### src/rtl/queue_promote_max_to_front_defines.svh
// Assertion helpers for the RTL, included by queue_promote_max_to_front.
`ifndef QUEUE_PROMOTE_MAX_TO_FRONT_DEFINES_SVH
`define QUEUE_PROMOTE_MAX_TO_FRONT_DEFINES_SVH

// Same-cycle implication, checked out of reset.
`define QPM_ASSERT_NOW(label, ante, cons, msg) \
  label: assert property (@(posedge clk) disable iff (!rst_n) (ante) |-> (cons)) \
    else $error(msg);

// Next-cycle implication, checked out of reset.
`define QPM_ASSERT_NEXT(label, ante, cons, msg) \
  label: assert property (@(posedge clk) disable iff (!rst_n) (ante) |=> (cons)) \
    else $error(msg);

`endif

### src/rtl/qpm_pkg.sv
package qpm_pkg;

  localparam int QUEUE_DEPTH = 16;
  localparam int IDX_W       = $clog2(QUEUE_DEPTH);
  localparam int CNT_W       = $clog2(QUEUE_DEPTH + 1);
  localparam int POS_W       = 4;
  localparam int CMP_W       = (CNT_W > POS_W) ? CNT_W : POS_W;

  localparam logic [1:0] OP_PUSH    = 2'd0;
  localparam logic [1:0] OP_PROMOTE = 2'd1;
  localparam logic [1:0] OP_READ    = 2'd2;

  localparam logic [1:0] ST_OK    = 2'd0;
  localparam logic [1:0] ST_EMPTY = 2'd1;
  localparam logic [1:0] ST_FULL  = 2'd2;
  localparam logic [1:0] ST_RANGE = 2'd3;

  typedef struct packed {
    logic [1:0]         opcode;
    logic signed [31:0] value;
    logic [POS_W-1:0]   position;
  } in_word_t;

  typedef struct packed {
    logic signed [31:0] read_value;
    logic [4:0]         count;
    logic [1:0]         status;
  } out_word_t;

  typedef struct packed {
    logic               we;
    logic [IDX_W-1:0]   addr;
    logic signed [31:0] data;
  } mem_wr_t;

endpackage

### src/rtl/qpm_mem.sv
module qpm_mem (
  input  logic                      clk,
  input  qpm_pkg::mem_wr_t          wr,
  input  logic [qpm_pkg::IDX_W-1:0] raddr,
  output logic signed [31:0]        rdata
);

  logic signed [31:0] mem [qpm_pkg::QUEUE_DEPTH];
  logic signed [31:0] rdata_r;

  always_ff @(posedge clk) begin
    if (wr.we) begin
      mem[wr.addr] <= wr.data;
    end
    rdata_r <= mem[raddr];
  end

  assign rdata = rdata_r;

endmodule

### src/rtl/queue_promote_max_to_front.sv
// Channel | Ports                          | Word
// input   | in_valid, in_stall, in_data    | opcode, value, position
// result  | out_valid, out_stall, out_data | read_value, count, status
//
// One item at a time, one result word each. Push, errors and ignored words go from
// S_IDLE to S_FIN, read via S_READ; promote scans n entries in S_SCAN, then for a
// first maximum at index b above zero shifts b entries in S_SHIFT and writes it to
// the front in S_PUT, as the entry memory has one read and one write port. A
// held result word does not block a new item; it waits in S_FIN for out_data_r.
// Synchronous active-low reset empties the queue; entry contents are not cleared.
module queue_promote_max_to_front (
  input  logic               clk,
  input  logic               rst_n,
  input  logic               in_valid,
  output logic               in_stall,
  input  qpm_pkg::in_word_t  in_data,
  output logic               out_valid,
  input  logic               out_stall,
  output qpm_pkg::out_word_t out_data
);

  `include "queue_promote_max_to_front_defines.svh"

  typedef enum logic [2:0] {
    S_IDLE,
    S_READ,
    S_SCAN,
    S_SHIFT,
    S_PUT,
    S_FIN
  } state_t;

  state_t                    state_r, state_nxt;
  logic [qpm_pkg::CNT_W-1:0] count_r, count_nxt;
  logic [qpm_pkg::IDX_W-1:0] k_r, k_nxt;
  logic [qpm_pkg::IDX_W-1:0] best_idx_r, best_idx_nxt;
  logic signed [31:0]        best_val_r, best_val_nxt;
  logic signed [31:0]        res_val_r, res_val_nxt;
  logic [1:0]                res_st_r, res_st_nxt;
  logic                      out_valid_r, out_valid_nxt;
  qpm_pkg::out_word_t        out_data_r, out_data_nxt;

  qpm_pkg::mem_wr_t          wr;
  logic [qpm_pkg::IDX_W-1:0] raddr;
  logic signed [31:0]        rdata;

  logic                      take;
  logic [qpm_pkg::IDX_W-1:0] sel_idx;
  logic signed [31:0]        sel_val;
  logic                      full;
  logic                      empty;
  logic                      pos_bad;

  qpm_mem u_mem (
    .clk   (clk),
    .wr    (wr),
    .raddr (raddr),
    .rdata (rdata)
  );

  assign in_stall  = (state_r != S_IDLE);
  assign out_valid = out_valid_r;
  assign out_data  = out_data_r;

  assign full    = (count_r >= qpm_pkg::CNT_W'(qpm_pkg::QUEUE_DEPTH));
  assign empty   = (count_r == '0);
  assign pos_bad = (qpm_pkg::CMP_W'(in_data.position) >= qpm_pkg::CMP_W'(count_r));

  // First entry seeds the maximum; later ones replace it only when strictly larger.
  assign take    = (k_r == '0) || (rdata > best_val_r);
  assign sel_idx = take ? k_r : best_idx_r;
  assign sel_val = take ? rdata : best_val_r;

  always_comb begin
    state_nxt     = state_r;
    count_nxt     = count_r;
    k_nxt         = k_r;
    best_idx_nxt  = best_idx_r;
    best_val_nxt  = best_val_r;
    res_val_nxt   = res_val_r;
    res_st_nxt    = res_st_r;
    out_valid_nxt = out_valid_r && out_stall;
    out_data_nxt  = out_data_r;
    wr            = '0;
    raddr         = '0;
    case (state_r)
      S_IDLE: begin
        if (in_valid) begin
          res_val_nxt = '0;
          res_st_nxt  = qpm_pkg::ST_OK;
          state_nxt   = S_FIN;
          case (in_data.opcode)
            qpm_pkg::OP_PUSH: begin
              if (full) begin
                res_st_nxt = qpm_pkg::ST_FULL;
              end else begin
                wr.we     = 1'b1;
                wr.addr   = qpm_pkg::IDX_W'(count_r);
                wr.data   = in_data.value;
                count_nxt = count_r + qpm_pkg::CNT_W'(1);
              end
            end
            qpm_pkg::OP_PROMOTE: begin
              if (empty) begin
                res_st_nxt = qpm_pkg::ST_EMPTY;
              end else begin
                raddr     = '0;
                k_nxt     = '0;
                state_nxt = S_SCAN;
              end
            end
            qpm_pkg::OP_READ: begin
              if (empty) begin
                res_st_nxt = qpm_pkg::ST_EMPTY;
              end else if (pos_bad) begin
                res_st_nxt = qpm_pkg::ST_RANGE;
              end else begin
                raddr     = qpm_pkg::IDX_W'(in_data.position);
                state_nxt = S_READ;
              end
            end
            default: ;
          endcase
        end
      end
      S_READ: begin
        res_val_nxt = rdata;
        state_nxt   = S_FIN;
      end
      S_SCAN: begin
        best_idx_nxt = sel_idx;
        best_val_nxt = sel_val;
        raddr        = k_r + qpm_pkg::IDX_W'(1);
        if (qpm_pkg::CNT_W'(k_r) == count_r - qpm_pkg::CNT_W'(1)) begin
          if (sel_idx == '0) begin
            res_val_nxt = sel_val;
            state_nxt   = S_FIN;
          end else begin
            raddr     = sel_idx - qpm_pkg::IDX_W'(1);
            state_nxt = S_SHIFT;
          end
        end else begin
          k_nxt = k_r + qpm_pkg::IDX_W'(1);
        end
      end
      S_SHIFT: begin
        // move entry below back by one, fetch the next one down
        wr.we        = 1'b1;
        wr.addr      = best_idx_r;
        wr.data      = rdata;
        raddr        = best_idx_r - qpm_pkg::IDX_W'(2);
        best_idx_nxt = best_idx_r - qpm_pkg::IDX_W'(1);
        if (best_idx_r == qpm_pkg::IDX_W'(1)) begin
          state_nxt = S_PUT;
        end
      end
      S_PUT: begin
        wr.we       = 1'b1;
        wr.addr     = '0;
        wr.data     = best_val_r;
        res_val_nxt = best_val_r;
        state_nxt   = S_FIN;
      end
      S_FIN: begin
        if (!out_valid_r || !out_stall) begin
          out_valid_nxt           = 1'b1;
          out_data_nxt.read_value = res_val_r;
          out_data_nxt.count      = 5'(count_r);
          out_data_nxt.status     = res_st_r;
          state_nxt               = S_IDLE;
        end
      end
      default: begin
        state_nxt = S_IDLE;
      end
    endcase
  end

  always_ff @(posedge clk) begin
    if (!rst_n) begin
      state_r     <= S_IDLE;
      count_r     <= '0;
      out_valid_r <= 1'b0;
    end else begin
      state_r     <= state_nxt;
      count_r     <= count_nxt;
      out_valid_r <= out_valid_nxt;
    end
    k_r        <= k_nxt;
    best_idx_r <= best_idx_nxt;
    best_val_r <= best_val_nxt;
    res_val_r  <= res_val_nxt;
    res_st_r   <= res_st_nxt;
    out_data_r <= out_data_nxt;
  end

  `QPM_ASSERT_NOW(a_count_bound, 1'b1, count_r <= qpm_pkg::CNT_W'(qpm_pkg::QUEUE_DEPTH), "count above depth")
  `QPM_ASSERT_NEXT(a_accept_busy, in_valid && !in_stall, state_r != S_IDLE, "accepted word left block idle")
  `QPM_ASSERT_NOW(a_idle_write, state_r == S_IDLE && wr.we, in_valid && in_data.opcode == qpm_pkg::OP_PUSH, "idle write without push")
  `QPM_ASSERT_NOW(a_shift_ports, state_r == S_SHIFT, wr.addr != raddr, "shift reads the entry it writes")

endmodule

### config.mk
export PLATFORM = sky130hd
export DESIGN_NAME = queue_promote_max_to_front
export DESIGN_NICKNAME = d
export VERILOG_FILES = /design/src/rtl/qpm_pkg.sv /design/src/rtl/qpm_mem.sv /design/src/rtl/queue_promote_max_to_front.sv
export VERILOG_INCLUDE_DIRS = /design/src /design/src/rtl
export SDC_FILE = /design/constraint.sdc
export NUM_CORES = 1
export LEC_CHECK = 0
export BUFFER_PORTS_ARGS = -buffer_cell sky130_fd_sc_hd__buf_2
export CAP_MARGIN = 40
export CORE_MARGIN = 2
export CORE_UTILIZATION = 65
export CTS_BUF_LIST = sky130_fd_sc_hd__clkbuf_4 sky130_fd_sc_hd__clkbuf_8
export DETAILED_ROUTE_END_ITERATION = 7
export PLACE_DENSITY_LB_ADDON = 0.25
export SYNTH_ARGS = -nofsm -noshare
export SYNTH_HDL_FRONTEND = slang
export SYNTH_SLANG_ARGS = --single-unit
### constraint.sdc
create_clock -name clk -period 13.7 [get_ports clk]
set_input_delay 2.055 -clock clk [delete_from_list [all_inputs] [get_ports clk]]
set_output_delay 2.055 -clock clk [all_outputs]
set_load 0.1 [all_outputs]
== Yosys cells after proc, flatten, opt, wreduce, memory -nomap -nowiden ==
Memory sizes are Yosys's and may differ from the RTL's. A register that Yosys moved wholly into a read port is not among the register bits.
Cells that the tools add are included.

* Logic and storage cells: 102
* Bits in registers: 122
* Input port bits: 42
* Memories kept: 1
* Memory bits (writable): 512
* Output and inout bits: 41

* $lt $le $gt $ge: 3
* Eq/ne operators: 17
* Bitwise operators: 1
* Multiplexer cells: 42
* $add $sub $neg: 6
* Reduce and logical (&&, ||, !) cells: 21

{| class="wikitable"
|+ Memories
! memory !! depth !! bits a word !! rd ports !! clocked after memory_dff !! write ports !! RTL line !! text
|-
| u_mem.mem || 16 || 32 || 1 || 1 || 1 || qpm_mem.sv:8 || <nowiki>logic signed [31:0] mem [qpm_pkg::QUEUE_DEPTH];</nowiki>
|}

{| class="wikitable"
|+ Operators with widths
! operator !! number
|-
| 32-bit 2-to-1 mux || 4
|-
| 32-bit one-hot mux with 4 select lines || 1
|-
| 37-bit 2-to-1 mux || 3
|-
| 37-bit one-hot mux with 3 select lines || 1
|-
| 4-bit 2-to-1 mux || 11
|-
| 32-bit greater-than comparator || 1
|-
| 3-bit 2-to-1 mux || 8
|-
| 4-bit one-hot mux with 2 select lines || 2
|-
| 3-bit one-hot mux with 5 select lines || 1
|-
| 2-bit != test, second input constant || 7
|-
| 4-bit one-hot mux with 3 select lines || 1
|-
| 4-bit AND reduction || 3
|-
| 4-bit logical NOT || 2
|-
| 4-bit by 1-bit subtractor with 4-bit output, second input constant || 2
|-
| 3-bit by 2-bit == test with 1-bit output, second input constant || 2
|-
| 3-bit == test, second input constant || 2
|-
| 2-bit 2-to-1 mux || 3
|-
| 2-bit one-hot mux with 3 select lines || 1
|-
| 3-bit one-hot mux with 2 select lines || 1
|-
| 5-bit by 1-bit adder with 5-bit output, second input constant || 1
|-
| 4-bit by 5-bit == test with 1-bit output || 1
|-
| 4-bit by 5-bit greater-or-equal comparator with 1-bit output || 1
|-
| 5-bit greater-or-equal comparator, second input constant || 1
|-
| 5-bit logical NOT || 1
|-
| 21 further kinds || 29
|}

== Logic depth before layout (Yosys ltp) ==
* Word-level depth: 7
* Depth in mapped cells: 22
* Mapped depth without buffers: 17

== By module ==
Synthesis repeated with hierarchy kept, for this count alone.

* Cells, all modules: 1506
* Area, all modules: 27084.7 sq um

{| class="wikitable"
|+ By module, submodules not included
! module !! times used !! cells each !! area an instance (sq um) !! seq. area each (sq um)
|-
| qpm_mem || 1 || 838 || 19835.3 || 16015.4
|-
| queue_promote_max_to_front || 1 || 668 || 7249.5 || 3573.4
|}

== Worst setup path before layout ==
Ideal clock, no wire load.

* Path type: input -> register
* From: input port in_valid
* To: memory u_mem.mem[12][0] (enable)
* Stages on the path: 7
* Required time: 13.239 ns
* Buffers on the path: 2
* Setup slack: 7.821 ns
* Library setup time: 0.461 ns
* Arrival: 5.418 ns
* Path through: inv_1 nor2_1 and3_1 clkbuf_1 clkbuf_1 a32oi_1 nor3_1

* Word-level cells in the longest chain between the ends: 4

{| class="wikitable"
|+ Ends and longest elaborated chain
! what !! RTL line !! text
|-
| start, declared || queue_promote_max_to_front.sv:14 || <nowiki>input logic in_valid,</nowiki>
|-
| 37-bit 2-to-1 mux * || queue_promote_max_to_front.sv:88 || <nowiki>if (in_valid) begin</nowiki>
|-
| 37-bit one-hot mux with 3 select lines * || queue_promote_max_to_front.sv:86 || <nowiki>case (state_r)</nowiki>
|-
| 1-bit 2-to-1 mux || qpm_mem.sv:12 || <nowiki>if (wr.we) begin</nowiki>
|-
| 1-bit 2-to-1 mux (implied by the code) || qpm_mem.sv:13 || <nowiki>mem[wr.addr] <= wr.data;</nowiki>
|-
| end, declared || qpm_mem.sv:8 ||
|}

Mark *: on every way between the ends. The rest lies on a longest branch, timed or not.

== Worst setup path in the final report ==
* From: register best_val_r[31]
* To: register u_mem.rdata_r[25] (netlist: u_mem.rdata[25]) (read register of u_mem.mem)

* Word-level cells in the longest chain between the ends: 7

{| class="wikitable"
|+ Ends and longest elaborated chain
! what !! RTL line !! text
|-
| start, declared || queue_promote_max_to_front.sv:37 || <nowiki>logic signed [31:0] best_val_r, best_val_nxt;</nowiki>
|-
| start signal, assigned || queue_promote_max_to_front.sv:191 || <nowiki>best_val_r <= best_val_nxt;</nowiki>
|-
| 32-bit greater-than comparator * || queue_promote_max_to_front.sv:70 || <nowiki>assign take = (k_r == '0) || (rdata > best_val_r);</nowiki>
|-
| 1-bit logical OR * || queue_promote_max_to_front.sv:70 ||
|-
| 4-bit 2-to-1 mux * || queue_promote_max_to_front.sv:71 || <nowiki>assign sel_idx = take ? k_r : best_idx_r;</nowiki>
|-
| 4-bit by 1-bit subtractor with 4-bit output / 4-bit logical NOT (equally long branches) || queue_promote_max_to_front.sv:139, queue_promote_max_to_front.sv:135 ||
|-
| 4-bit 2-to-1 mux * || queue_promote_max_to_front.sv:135 || <nowiki>if (sel_idx == '0) begin</nowiki>
|-
| 4-bit 2-to-1 mux * || queue_promote_max_to_front.sv:134 || <nowiki>if (qpm_pkg::CNT_W'(k_r) == count_r - qpm_pkg::CNT_W'(1)) begin</nowiki>
|-
| 4-bit one-hot mux with 3 select lines * || queue_promote_max_to_front.sv:86 ||
|-
| end, declared || qpm_mem.sv:9 || <nowiki>logic signed [31:0] rdata_r;</nowiki>
|}

Marks and branches as above.
A chain may end at the register's enable or synchronous reset.

==> impl_metrics.env <==
export IMPL_fmaxAchievable_mhz=162
export IMPL_place_gp_congestion=0.895
export IMPL_grt_pass1_wl_um=100000
export IMPL_rows=75
export IMPL_wirelength_um=66900
export IMPL_pin_count=83
export IMPL_synth_top_cell_area_share=0.674
export IMPL_antenna_left=0
export IMPL_synth_edff_count=625
export IMPL_clock_skew_ps=29.1
export IMPL_power_leakage_nw=12.1
export IMPL_synth_common_cells="edfxtp_1, nand2_1, mux2i_1"
export IMPL_power_density_nw_per_um2=142
export IMPL_cts_setup_buffers=0
export IMPL_syn_area_per_cell_um2=14.1
export IMPL_via_per_inst=6.44
export IMPL_area_growth_pct=11.8
export IMPL_synth_cell_types=69
export IMPL_dpl_instance_area_um2=29000
export IMPL_ir_worst_vdd_mv=0.0734
export IMPL_status="completed"
export IMPL_grt_max_degree=68
export IMPL_path_max_fanout=40
export IMPL_cp_slowest_stage_delay_ps=650
export IMPL_wire_per_inst_um=24.6
export IMPL_cts_tree="yes"
export IMPL_drt_iter0_drc=2205
export IMPL_synth_ff_type="edfxtp_1"
export IMPL_die_w_um=211
export IMPL_cts_resized=0
export IMPL_hp_class="reg -> reg"
export IMPL_clk_path_buf_depth=3
export IMPL_endpoint_kind="register"
export IMPL_yosys_top_cells_area="edfxtp_1, mux2i_1, nand2_1, dfxtp_1, nand3_1"
export IMPL_start_kind="register"
export IMPL_clk_latency_ps=690
export IMPL_synth_area_um2=27800
export IMPL_slew_limit_headroom=0.402
export IMPL_synth_area_leader_cell="edfxtp_1"
export IMPL_critPathRequiredTime_ps=14340
export IMPL_cts_htree_levels=3
export IMPL_drc=0
export IMPL_rsz0062_at_grt="false"
export IMPL_syn_num_nets=2071
export IMPL_syn_inst=1978
export IMPL_final_util=0.739
export IMPL_dpl_hpwl_um=37200
export IMPL_layout_drive_gt1_share=0.170
export IMPL_grt_antenna_before_repair=1
export IMPL_holdWs_ps=411
export IMPL_fin_nets=2193
export IMPL_async_flop_share=0
export IMPL_synth_most_common_cell="edfxtp_1"
export IMPL_fin_crit_sh=0.452
export IMPL_dieArea_um2=44500
export IMPL_io_buffers=82
export IMPL_num_vias=17500
export IMPL_dr_pass1_iters=6
export IMPL_cts_buffers=101
export IMPL_tightest_slew_ps=897
export IMPL_crit_chain="inv_1 -> ha_1 -> nand4_1 -> nor4_2 -> a21oi_1 -> nand4bb_2 -> o211ai_4 -> mux2i_1 -> ha_1 -> nor2b_1 -> a21oi_2 -> o2111ai_1 -> o311a_4 -> buf_4 -> nor2_4 -> buf_4 -> a221o_1 -> a311oi_1 -> or3_1"
export IMPL_critPathKind="reg -> reg"
export IMPL_core_region_area_um2=42100
export IMPL_overflow=0
export IMPL_finalCriticalPeriod_ps=6190
export IMPL_finalSetupTns_ps=0
export IMPL_cts_hold_buffers=0
export IMPL_insertedDiodeCount=0
export IMPL_worstPathArrival_ps=6820
export IMPL_synth_warnings=0
export IMPL_p_total_w=0.00442
export IMPL_synth_seq_cells=666
export IMPL_finalInstanceArea_um2=31100
export IMPL_grt_pass1_vias=17200
export IMPL_cts_sinks=666
export IMPL_fp_dieH_um=211
export IMPL_path_clk_slew_ps=70
export IMPL_cts_root_buf="clkbuf_8"
export IMPL_finalSetupViolations=0
export IMPL_ys_seq_area_frac=0.704
export IMPL_drv_cap=0
export IMPL_cp_slowest_cell="buf_4"
export IMPL_maxSlewViolCount=0
export IMPL_fill_cells=2519
export IMPL_grt_use_total=0.305
export IMPL_start_util=0.661
export IMPL_hold_viol=0
[where the power goes]
group / switching, W / internal, W / total [W]
clock network: 0.000738 / 0.000935 / 0.00167
logic: 0.000260 / 0.0000965 / 0.000357
registers: 0.0000442 / 0.00234 / 0.00239
total: 0.00104 / 0.00337 / 0.00442
[flip-flops by register name (all words and copies together), names as in the netlist, 4 cells and up]
register	flops
u_mem.mem	512
out_data	39
best_val_r	32
res_val_r	32
u_mem.rdata	32
count_r	5
best_idx_r	4
k_r	4
[cells by family (layout without fill, tap and decap cells)]
family / after synthesis / count (layout) / synth area share
AO/OA/AOI/OAI: 322 / 322 / 0.0886
XOR/XNOR: 13 / 13 / 0.00409
adder cells (fa/ha/maj): 51 / 51 / 0.0229
buffers and inverters: 195 / 401 / 0.0316
flip-flops: 666 / 666 / 0.704
multiplexers: 164 / 164 / 0.0590
AND/OR/NAND/NOR: 567 / 567 / 0.0902
[layout by cell type, fill, tap and decap left out, types with 12 or more instances in the layout]
cell      netlist  layout
clkbuf_8        0     120
a221o_1        13      12
clkbuf_4        0      45
inv_1          85      85
a21oi_1        61      58
mux2i_1       163     163
a222oi_1       32      32
nor2_4          3      19
buf_4          13      41
dfxtp_1        41      41
a221oi_2       21      21
ha_1           51      51
buf_2          35      84
a211oi_1       28      28
o21ai_0        43      43
nand2_1       322     321
a22o_1         32      32
edfxtp_1      625     625
nor2_1         36      21
nand3_1       141     141
o21ai_1        27      27
[final timing paths]
kind / start / to / slack, ps / depth (start not counted)
worst max-delay path: best_val_r[31] / u_mem.rdata[25] / 7510 / 19
worst min register to register: res_val_r[30] / out_data[37] / 410 / 0
worst max register to register: best_val_r[31] / u_mem.rdata[25] / 7510 / 19
worst min-delay path: res_val_r[30] / out_data[37] / 410 / 0
[critical path, delay by kind of cell, from the launching register on]
family / cells / cell delay (ps)
DFF: 1 / 390
muxes: 1 / 450
and+or+nand+nor: 6 / 1370
AOI/OAI and AO/OA: 7 / 2180
buffers and inverters: 3 / 1060
adders and majority gates: 2 / 610
[layout make-up]
type                    count  area (µm²)  area share
clock buffers             165        1990      0.0639
clock inverters            22         141     0.00454
inverters                  85         319      0.0102
multi-input cells        1117        7590       0.244
flip-flops and latches    666       19600       0.629
well taps                 539         674      0.0217
repair buffers            129         831      0.0267
[per-layer routing]
metal | vias up | routed length (µm) | GRT usage
met3 | 169 | 7600 | 0.0572
met4 | 2 | 2230 | 0.135
met5 | - | 9 | 0
met1 | 8488 | 25900 | 0.422
li1 | 7757 | - | -
met2 | 1128 | 31100 | 0.481
[through the flow]
stage	std cells	setup slack [ps]
after floorplan	1978	7820
final	2723	7510
after global routing	2723	7190
after detailed placement	2536	7070
after global placement	2528	7220
after CTS	2723	7650
Power figures use the tool's default switching activity.
